===== src/sv/bbrt_pkg.sv =====
// Shared types and constants for the bad-block remap table.
// Used by bbrt_ctrl, bbrt_datapath and flash_bad_block_remap_table.
`timescale 1ns / 1ps

package bbrt_pkg;

  localparam int MAX_PAIRS   = 64;
  localparam int BLOCK_PAGES = 64;  // power of two

  localparam int PAGE_W  = 22;
  localparam int BLOCK_W = 16;
  localparam int OFF_W   = $clog2(BLOCK_PAGES);
  localparam int IDX_W   = $clog2(MAX_PAIRS);
  localparam int CNT_W   = $clog2(MAX_PAIRS + 1);

  typedef enum logic {
    OP_LOOKUP = 1'b0,
    OP_ADD    = 1'b1
  } op_e;

  typedef enum logic [1:0] {
    STAT_OK       = 2'd0,
    STAT_SELF_MAP = 2'd1,
    STAT_FULL     = 2'd2,
    STAT_CHAIN    = 2'd3
  } status_e;

  // controller -> datapath
  typedef struct packed {
    logic    accept;        // take the input request
    logic    scan;          // issue the next table read
    logic    hop;           // follow the matched replacement, restart scan
    logic    finish;        // latch finish_status
    status_e finish_status;
    logic    load_out;      // move result into output register
  } cmd_t;

  // datapath -> controller
  typedef struct packed {
    logic full;      // table holds MAX_PAIRS entries
    logic hit;       // registered entry matches current block
    logic miss;      // scan ended without a match
    logic hops_max;  // MAX_PAIRS hops taken already
    logic self_map;  // matched entry maps page onto itself
  } sts_t;

endpackage


===== src/sv/flash_bad_block_remap_table.sv =====
// Top level of the NAND bad-block remap table.
// Instantiates bbrt_ctrl and bbrt_datapath; uses bbrt_pkg.
//
//   channel | handshake               | payload
//   --------+-------------------------+----------------------------------------
//   in      | in_valid_i / in_ready_o | operation_i, page_address_i,
//           |                         | bad_block_i, replacement_block_i
//   out     | out_valid_o/out_ready_i | physical_page_o, status_o
//   cfg     | cfg_we_i (no wait)      | cfg_wdata_i -> remap_enable
//
// Flow: an add, or a lookup with remapping off, goes from accept straight to
//   ST_DONE and then to the output register. A lookup walks the pair memory
//   one entry a cycle through its single read port, restarting on every hop.
// Reset: asynchronous, active low; the table empties, remap_enable sets.
// Stalls: a new request is taken while a result waits at the output; a
//   finished request then holds in the controller until the output frees.

`timescale 1ns / 1ps

module flash_bad_block_remap_table (
  input  logic                          clk_i,
  input  logic                          rst_ni,
  input  logic                          in_valid_i,
  output logic                          in_ready_o,
  input  logic                          operation_i,
  input  logic [bbrt_pkg::PAGE_W-1:0]   page_address_i,
  input  logic [bbrt_pkg::BLOCK_W-1:0]  bad_block_i,
  input  logic [bbrt_pkg::BLOCK_W-1:0]  replacement_block_i,
  output logic                          out_valid_o,
  input  logic                          out_ready_i,
  output logic [bbrt_pkg::PAGE_W-1:0]   physical_page_o,
  output logic [1:0]                    status_o,
  input  logic                          cfg_we_i,
  input  logic                          cfg_wdata_i
);

  bbrt_pkg::cmd_t dp_cmd;
  bbrt_pkg::sts_t dp_sts;

  // sequencing: accept, scan, hop decisions, output handoff
  bbrt_ctrl u_ctrl (
    .clk_i       (clk_i),
    .rst_ni      (rst_ni),
    .in_valid_i  (in_valid_i),
    .in_ready_o  (in_ready_o),
    .operation_i (operation_i),
    .out_valid_o (out_valid_o),
    .out_ready_i (out_ready_i),
    .cfg_we_i    (cfg_we_i),
    .cfg_wdata_i (cfg_wdata_i),
    .sts_i       (dp_sts),
    .cmd_o       (dp_cmd)
  );

  // table memory, page walk and result registers
  bbrt_datapath u_dp (
    .clk_i               (clk_i),
    .rst_ni              (rst_ni),
    .cmd_i               (dp_cmd),
    .sts_o               (dp_sts),
    .operation_i         (operation_i),
    .page_address_i      (page_address_i),
    .bad_block_i         (bad_block_i),
    .replacement_block_i (replacement_block_i),
    .physical_page_o     (physical_page_o),
    .status_o            (status_o)
  );

`ifndef SYNTH
  // a request never completes in the cycle after it is taken
  a_busy_after_accept: assert property (@(posedge clk_i) disable iff (!rst_ni)
    (in_valid_i && in_ready_o) |=> !in_ready_o)
    else $error("in_ready_o high right after an accepted request");

  // the table only grows, so full never clears
  a_full_sticky: assert property (@(posedge clk_i) disable iff (!rst_ni)
    !$fell(dp_sts.full))
    else $error("table full flag dropped without reset");

  // a scan step cannot both match and end empty-handed
  a_hit_miss_excl: assert property (@(posedge clk_i) disable iff (!rst_ni)
    !(dp_sts.hit && dp_sts.miss))
    else $error("hit and miss both set");

  // the datapath only loads the output when the output slot is free
  a_load_when_free: assert property (@(posedge clk_i) disable iff (!rst_ni)
    (dp_cmd.load_out && out_valid_o) |-> out_ready_i)
    else $error("output overwritten while still pending");
`endif

endmodule


===== src/sv/bbrt_datapath.sv =====
// Datapath of the remap table: pair memory, entry count, scan pointer,
// current page, hop counter and result registers. Uses bbrt_pkg.
`timescale 1ns / 1ps

module bbrt_datapath (
  input  logic                           clk_i,
  input  logic                           rst_ni,
  input  bbrt_pkg::cmd_t                 cmd_i,
  output bbrt_pkg::sts_t                 sts_o,
  input  logic                           operation_i,
  input  logic [bbrt_pkg::PAGE_W-1:0]    page_address_i,
  input  logic [bbrt_pkg::BLOCK_W-1:0]   bad_block_i,
  input  logic [bbrt_pkg::BLOCK_W-1:0]   replacement_block_i,
  output logic [bbrt_pkg::PAGE_W-1:0]    physical_page_o,
  output logic [1:0]                     status_o
);

  // pair memory: {bad, replacement}
  logic [2*bbrt_pkg::BLOCK_W-1:0] mem_q [bbrt_pkg::MAX_PAIRS];
  logic [2*bbrt_pkg::BLOCK_W-1:0] rd_data_q;

  logic [bbrt_pkg::CNT_W-1:0]  count_q, count_d;
  logic [bbrt_pkg::CNT_W-1:0]  idx_q, idx_d;
  logic                        pend_q, pend_d;
  logic [bbrt_pkg::CNT_W-1:0]  hops_q, hops_d;
  logic [bbrt_pkg::PAGE_W-1:0] cur_q;
  bbrt_pkg::status_e           res_status_q;
  logic [bbrt_pkg::PAGE_W-1:0] out_page_q;
  bbrt_pkg::status_e           out_status_q;

  logic [bbrt_pkg::BLOCK_W-1:0] rd_bad, rd_repl;
  logic [bbrt_pkg::PAGE_W-1:0]  nxt_page;
  logic                         is_add, full, rd_en, wr_en;

  assign rd_bad  = rd_data_q[2*bbrt_pkg::BLOCK_W-1:bbrt_pkg::BLOCK_W];
  assign rd_repl = rd_data_q[bbrt_pkg::BLOCK_W-1:0];
  assign nxt_page = bbrt_pkg::PAGE_W'((32'(rd_repl) << bbrt_pkg::OFF_W)
                                      | 32'(cur_q[bbrt_pkg::OFF_W-1:0]));

  assign is_add = (operation_i == bbrt_pkg::OP_ADD);
  assign full   = (count_q >= bbrt_pkg::CNT_W'(bbrt_pkg::MAX_PAIRS));
  assign wr_en  = cmd_i.accept && is_add && !full;
  assign rd_en  = cmd_i.scan && (idx_q < count_q);

  assign sts_o.full     = full;
  assign sts_o.hit      = pend_q && (32'(rd_bad) == 32'(cur_q >> bbrt_pkg::OFF_W));
  assign sts_o.miss     = !pend_q && (idx_q >= count_q);
  assign sts_o.hops_max = (hops_q >= bbrt_pkg::CNT_W'(bbrt_pkg::MAX_PAIRS));
  assign sts_o.self_map = (nxt_page == cur_q);

  always_comb begin
    count_d = count_q;
    idx_d   = idx_q;
    pend_d  = pend_q;
    hops_d  = hops_q;
    if (wr_en) begin
      count_d = count_q + 1'b1;
    end
    if (cmd_i.accept) begin
      idx_d  = '0;
      pend_d = 1'b0;
      hops_d = '0;
    end else if (cmd_i.hop) begin
      idx_d  = '0;
      pend_d = 1'b0;
      hops_d = hops_q + 1'b1;
    end else if (cmd_i.scan) begin
      pend_d = rd_en;
      if (rd_en) begin
        idx_d = idx_q + 1'b1;
      end
    end
  end

  always_ff @(posedge clk_i or negedge rst_ni) begin
    if (!rst_ni) begin
      count_q <= '0;
      idx_q   <= '0;
      pend_q  <= 1'b0;
      hops_q  <= '0;
    end else begin
      count_q <= count_d;
      idx_q   <= idx_d;
      pend_q  <= pend_d;
      hops_q  <= hops_d;
    end
  end

  // memory and payload registers
  always_ff @(posedge clk_i) begin
    if (wr_en) begin
      mem_q[count_q[bbrt_pkg::IDX_W-1:0]] <= {bad_block_i, replacement_block_i};
    end
    if (rd_en) begin
      rd_data_q <= mem_q[idx_q[bbrt_pkg::IDX_W-1:0]];
    end
    if (cmd_i.accept) begin
      cur_q        <= is_add ? '0 : page_address_i;
      res_status_q <= (is_add && full) ? bbrt_pkg::STAT_FULL : bbrt_pkg::STAT_OK;
    end else if (cmd_i.hop) begin
      cur_q <= nxt_page;
    end
    if (cmd_i.finish) begin
      res_status_q <= cmd_i.finish_status;
    end
    if (cmd_i.load_out) begin
      out_page_q   <= cur_q;
      out_status_q <= res_status_q;
    end
  end

  assign physical_page_o = out_page_q;
  assign status_o        = out_status_q;

endmodule


===== src/sv/bbrt_ctrl.sv =====
// Controller of the remap table: request sequencing, hop decisions,
// output valid and the remap enable register. Uses bbrt_pkg.
`timescale 1ns / 1ps

module bbrt_ctrl (
  input  logic           clk_i,
  input  logic           rst_ni,
  input  logic           in_valid_i,
  output logic           in_ready_o,
  input  logic           operation_i,
  output logic           out_valid_o,
  input  logic           out_ready_i,
  input  logic           cfg_we_i,
  input  logic           cfg_wdata_i,
  input  bbrt_pkg::sts_t sts_i,
  output bbrt_pkg::cmd_t cmd_o
);

  typedef enum logic [1:0] {
    ST_IDLE,
    ST_SCAN,
    ST_DONE
  } state_e;

  state_e state_q, state_d;
  logic   out_valid_q, out_valid_d;
  logic   enable_q, enable_d;
  logic   accept;

  assign in_ready_o = (state_q == ST_IDLE);
  assign accept     = in_valid_i && in_ready_o;

  always_comb begin
    state_d     = state_q;
    out_valid_d = out_valid_q && !out_ready_i;
    enable_d    = cfg_we_i ? cfg_wdata_i : enable_q;
    cmd_o       = '0;
    cmd_o.finish_status = bbrt_pkg::STAT_OK;
    case (state_q)
      ST_IDLE: begin
        if (accept) begin
          cmd_o.accept = 1'b1;
          if (operation_i == bbrt_pkg::OP_ADD || !enable_q) begin
            state_d = ST_DONE;
          end else begin
            state_d = ST_SCAN;
          end
        end
      end
      ST_SCAN: begin
        cmd_o.scan = 1'b1;
        if (sts_i.hit) begin
          if (sts_i.hops_max) begin
            cmd_o.finish        = 1'b1;
            cmd_o.finish_status = bbrt_pkg::STAT_CHAIN;
            state_d             = ST_DONE;
          end else if (sts_i.self_map) begin
            cmd_o.finish        = 1'b1;
            cmd_o.finish_status = bbrt_pkg::STAT_SELF_MAP;
            state_d             = ST_DONE;
          end else begin
            cmd_o.hop = 1'b1;
          end
        end else if (sts_i.miss) begin
          state_d = ST_DONE;
        end
      end
      ST_DONE: begin
        if (!out_valid_q || out_ready_i) begin
          cmd_o.load_out = 1'b1;
          out_valid_d    = 1'b1;
          state_d        = ST_IDLE;
        end
      end
      default: begin
        state_d = ST_IDLE;
      end
    endcase
  end

  always_ff @(posedge clk_i or negedge rst_ni) begin
    if (!rst_ni) begin
      state_q     <= ST_IDLE;
      out_valid_q <= 1'b0;
      enable_q    <= 1'b1;
    end else begin
      state_q     <= state_d;
      out_valid_q <= out_valid_d;
      enable_q    <= enable_d;
    end
  end

  assign out_valid_o = out_valid_q;

endmodule


===== config.mk =====
export PLATFORM = sky130hd
export DESIGN_NAME = flash_bad_block_remap_table
export DESIGN_NICKNAME = d
export VERILOG_FILES = /design/src/sv/bbrt_pkg.sv /design/src/sv/flash_bad_block_remap_table.sv /design/src/sv/bbrt_datapath.sv /design/src/sv/bbrt_ctrl.sv
export SDC_FILE = /design/constraint.sdc
export NUM_CORES = 2
export LEC_CHECK = 0
export BUFFER_PORTS_ARGS = -buffer_cell sky130_fd_sc_hd__buf_4
export CORE_ASPECT_RATIO = 2
export CORE_UTILIZATION = 40
export DETAILED_ROUTE_END_ITERATION = 12
export HOLD_SLACK_MARGIN = 0.15
export PLACE_DENSITY = 0.55
export SLEW_MARGIN = 25
export SYNTH_ARGS = -nofsm -noshare
export SYNTH_HDL_FRONTEND = slang
export SYNTH_SLANG_ARGS = --single-unit

===== constraint.sdc =====
create_clock -name clk_i -period 11.02 [get_ports clk_i]
set_input_delay 2.755 -clock clk_i [delete_from_list [all_inputs] [get_ports clk_i]]
set_output_delay 2.755 -clock clk_i [all_outputs]
set_load 0.02 [all_outputs]

==> impl_metrics.json <==
{
  "worst_pin_slew_ns": 1.408,
  "start_util_pct": 40.27,
  "post-route-period-util_pct": 49.25,
  "grtUsageTotal_pct": 21.45,
  "ys_types": 46,
  "fin_crit_ns": 5.427,
  "yosysWarnings": 0,
  "leakage_nw": 27.82,
  "required_ns": 11.45,
  "vias_per_cell": 5.626,
  "wire_per_inst_um": 33.10,
  "path_clk_slew_ns": 0.06,
  "io_pins": 87,
  "synth_top_area_share_pct": 77.54,
  "slowest_delay_ns": 1.13,
  "syn_nets": 3668,
  "slew_viol_final": 0,
  "placed_area_um2": 88270,
  "clk_path_buf_depth": 4,
  "clkSinkCount": 2154,
  "synthToLayoutAreaGrowth_pct": 14.26,
  "antenna_found_initial": 20,
  "grt_pass1_vias": 38790,
  "io_buffers": 86,
  "setup_viol": 0,
  "ant_nets": 0,
  "grt_first_pass_wirelength_mm": 307.9,
  "wirelength_mm": 222.4,
  "tns_ns": 0,
  "crit_arrival_ns": 5.86,
  "fmax_mhz": 184.3,
  "die_h_um": 643.9,
  "drt_iter0_markers": 3451,
  "max-vdd-ir-drop_mv": 0.2139,
  "p_per_area_nw_per_um2": 204.5,
  "yosys.area.top_type": "edfxtp_1",
  "drive_above_1_share_pct": 26.97,
  "synth-seq-cells": 2154,
  "yosys.cell_count.top_type": "edfxtp_1",
  "gr-total-overflow": 0,
  "crit_family": "simple AND/OR/NAND/NOR gates",
  "layout.nets": 3879,
  "gp_congestion": 0.9252,
  "slowest_stage": "nor2_4",
  "status": "finished, final reports clean",
  "die_x_um": 323.0,
  "final_area_um2": 94170,
  "synth.cell_area_um2": 82410,
  "htree_levels": 4,
  "crit_cells": 8,
  "maxCapViolations": 0,
  "timing.hold.ws_ns": 0.4229,
  "ys_seq_area_share_pct": 78.33,
  "hold_buffers": 0,
  "worstSkewPairLatency_ns": 0.82,
  "yosys-top-cells-area": "edfxtp_1 78%, mux4_2 14%, mux2i_1 3.1%, o22ai_1 0.96%, dfrtp_1 0.76%",
  "hold_path_class": "flip-flop to flip-flop",
  "relSlewSlack_pct": 6.137,
  "cts-buffers-inserted": 182,
  "row_count": 235,
  "drc": 0,
  "cts-resized-gates": 0,
  "crit_buf_inv": 3,
  "clock_skew_ns": 0.03675,
  "worstRegToRegCells": 6,
  "synth_edf_count": 2128,
  "worst_path_most_repeated_cell": "buf_4",
  "critPathCaptureType": "flip-flop",
  "async_flop_share_pct": 1.207,
  "hpwl_mm": 143.6,
  "synth_cells": 3596,
  "hold_viol_final": 0,
  "rsz0062_at_grt": "no",
  "cts_root_buffer": "clkbuf_16",
  "cp-start-kind": "input pin",
  "grt_max_degree": 127,
  "p_total_mw": 19.25,
  "crit_chain": "buf_4 > nand2_1 > buf_4 > clkinv_1 > and3_1 > nor2b_1 > nand3_2 > nor2_4",
  "ys.flop_type": "edfxtp_1",
  "die-area_um2": 208000,
  "fp.coreArea_um2": 204600,
  "ys_top_cells_by_count": "2128 x edfxtp_1, 513 x mux4_2, 256 x mux2i_1",
  "final_core_util_pct": 46.01,
  "cts_tree": "done",
  "hold_path_depth": 0,
  "vias": 37800,
  "critPathKind": "input pin to flip-flop",
  "first_pass_iters": 6,
  "path_max_fanout": 43,
  "syn_area_per_cell_um2": 22.92,
  "cts_setup_buffers": 0
}
final cells by class:
class                      count  area [µm²]
multi-input combinational   1243       17490
fill                       17030      110500
sequential                  2154       64560
clock buffer                 222        4808
timing repair buffer         211        2845
tap                         2725        3410
inverter                      15       56.30
antenna                       52       130.1
clock inverter                97       859.6
layer usage:
layer	track usage, %	up-vias	part of all wire [%]
li1	-	15700	-
met5	0	-	0.0049
met2	36.78	1260	52
met4	12.77	2	6.5
met3	2.655	375	5.3
met1	25.83	20460	36
stage by stage:
step,std cells,worst slack (ns)
after global placement,6281,4.696
after CTS,6663,5.637
after floorplan,3596,5.236
after global routing,6715,5.466
after detailed placement,6344,4.753
final,6719,5.593
logic make-up after synthesis:
family	after synthesis	synth area share [%]
simple gates	250	1.530
mux	770	17.14
fa+ha+maj	11	0.1670
xor+xnor	43	0.4570
compound gates	169	1.263
flops	2154	78.33
buf+inv	199	1.111
state kept, by name (all words and copies together) (netlist names):
name                  count
u_ctrl.enable_q           1
u_ctrl.out_valid_o        1
u_ctrl.state_q            2
u_dp.count_q              7
u_dp.cur_q               22
u_dp.hops_q               7
u_dp.idx_q                7
u_dp.mem_q             2048
u_dp.pend_q               1
u_dp.physical_page_o     22
u_dp.rd_data_q           32
u_dp.res_status_q         2
u_dp.status_o             2
cells in the final DEF, fill, tap and decap left out, types with 18 or more instances in the layout:
cell type | synthesis | final
edfxtp_1 | 2128 | 2128
mux4_2 | 513 | 513
mux2i_1 | 256 | 253
clkbuf_16 | 0 | 185
buf_4 | 3 | 142
o22ai_1 | 127 | 123
nor2_4 | 0 | 65
buf_16 | 0 | 53
diode_2 | 0 | 52
nand2_1 | 48 | 46
clkinv_1 | 1 | 42
xnor2_1 | 34 | 34
clkbuf_1 | 89 | 33
or4_1 | 32 | 32
clkinv_2 | 0 | 25
o21ai_0 | 23 | 23
dfrtp_1 | 25 | 22
nand2b_1 | 22 | 21
nor2_1 | 84 | 18
where the power goes:
| group | switching [mW] | internal, mW | total [mW] | leakage, nW |
|---|---|---|---|---|
| logic | 2.13 | 1.51 | 3.64 | 5.58 |
| registers | 0.140 | 9.14 | 9.28 | 19.5 |
| clock network | 2.88 | 3.46 | 6.33 | 2.76 |
worst reg2reg max path, delay by kind of cell, from the launching register on:
kind / cells / cell delay, ns
mux: 2 / 1.45
buf+inv: 2 / 1.44
flops: 1 / 0.84
simple gates: 1 / 0.53
compound gates: 1 / 0.32
worst paths after layout:
| check | endpoint | from | slack, ns |
|---|---|---|---|
| hold / removal | u_dp.physical_page_o[5] | u_dp.cur_q[5] | 0.42 |
| setup / recovery | u_dp.mem_q[22][24] | in_valid_i | 5.59 |
| max in group asynchronous | u_dp.idx_q[0] | rst_ni | 8.74 |
| min in group asynchronous | u_dp.count_q[3] | rst_ni | 1.87 |
| hold reg to reg | u_dp.physical_page_o[5] | u_dp.cur_q[5] | 0.42 |
| setup reg to reg | u_dp.rd_data_q[16] | u_dp.idx_q[0] | 6.21 |
(Power assumes the default switching activity.)
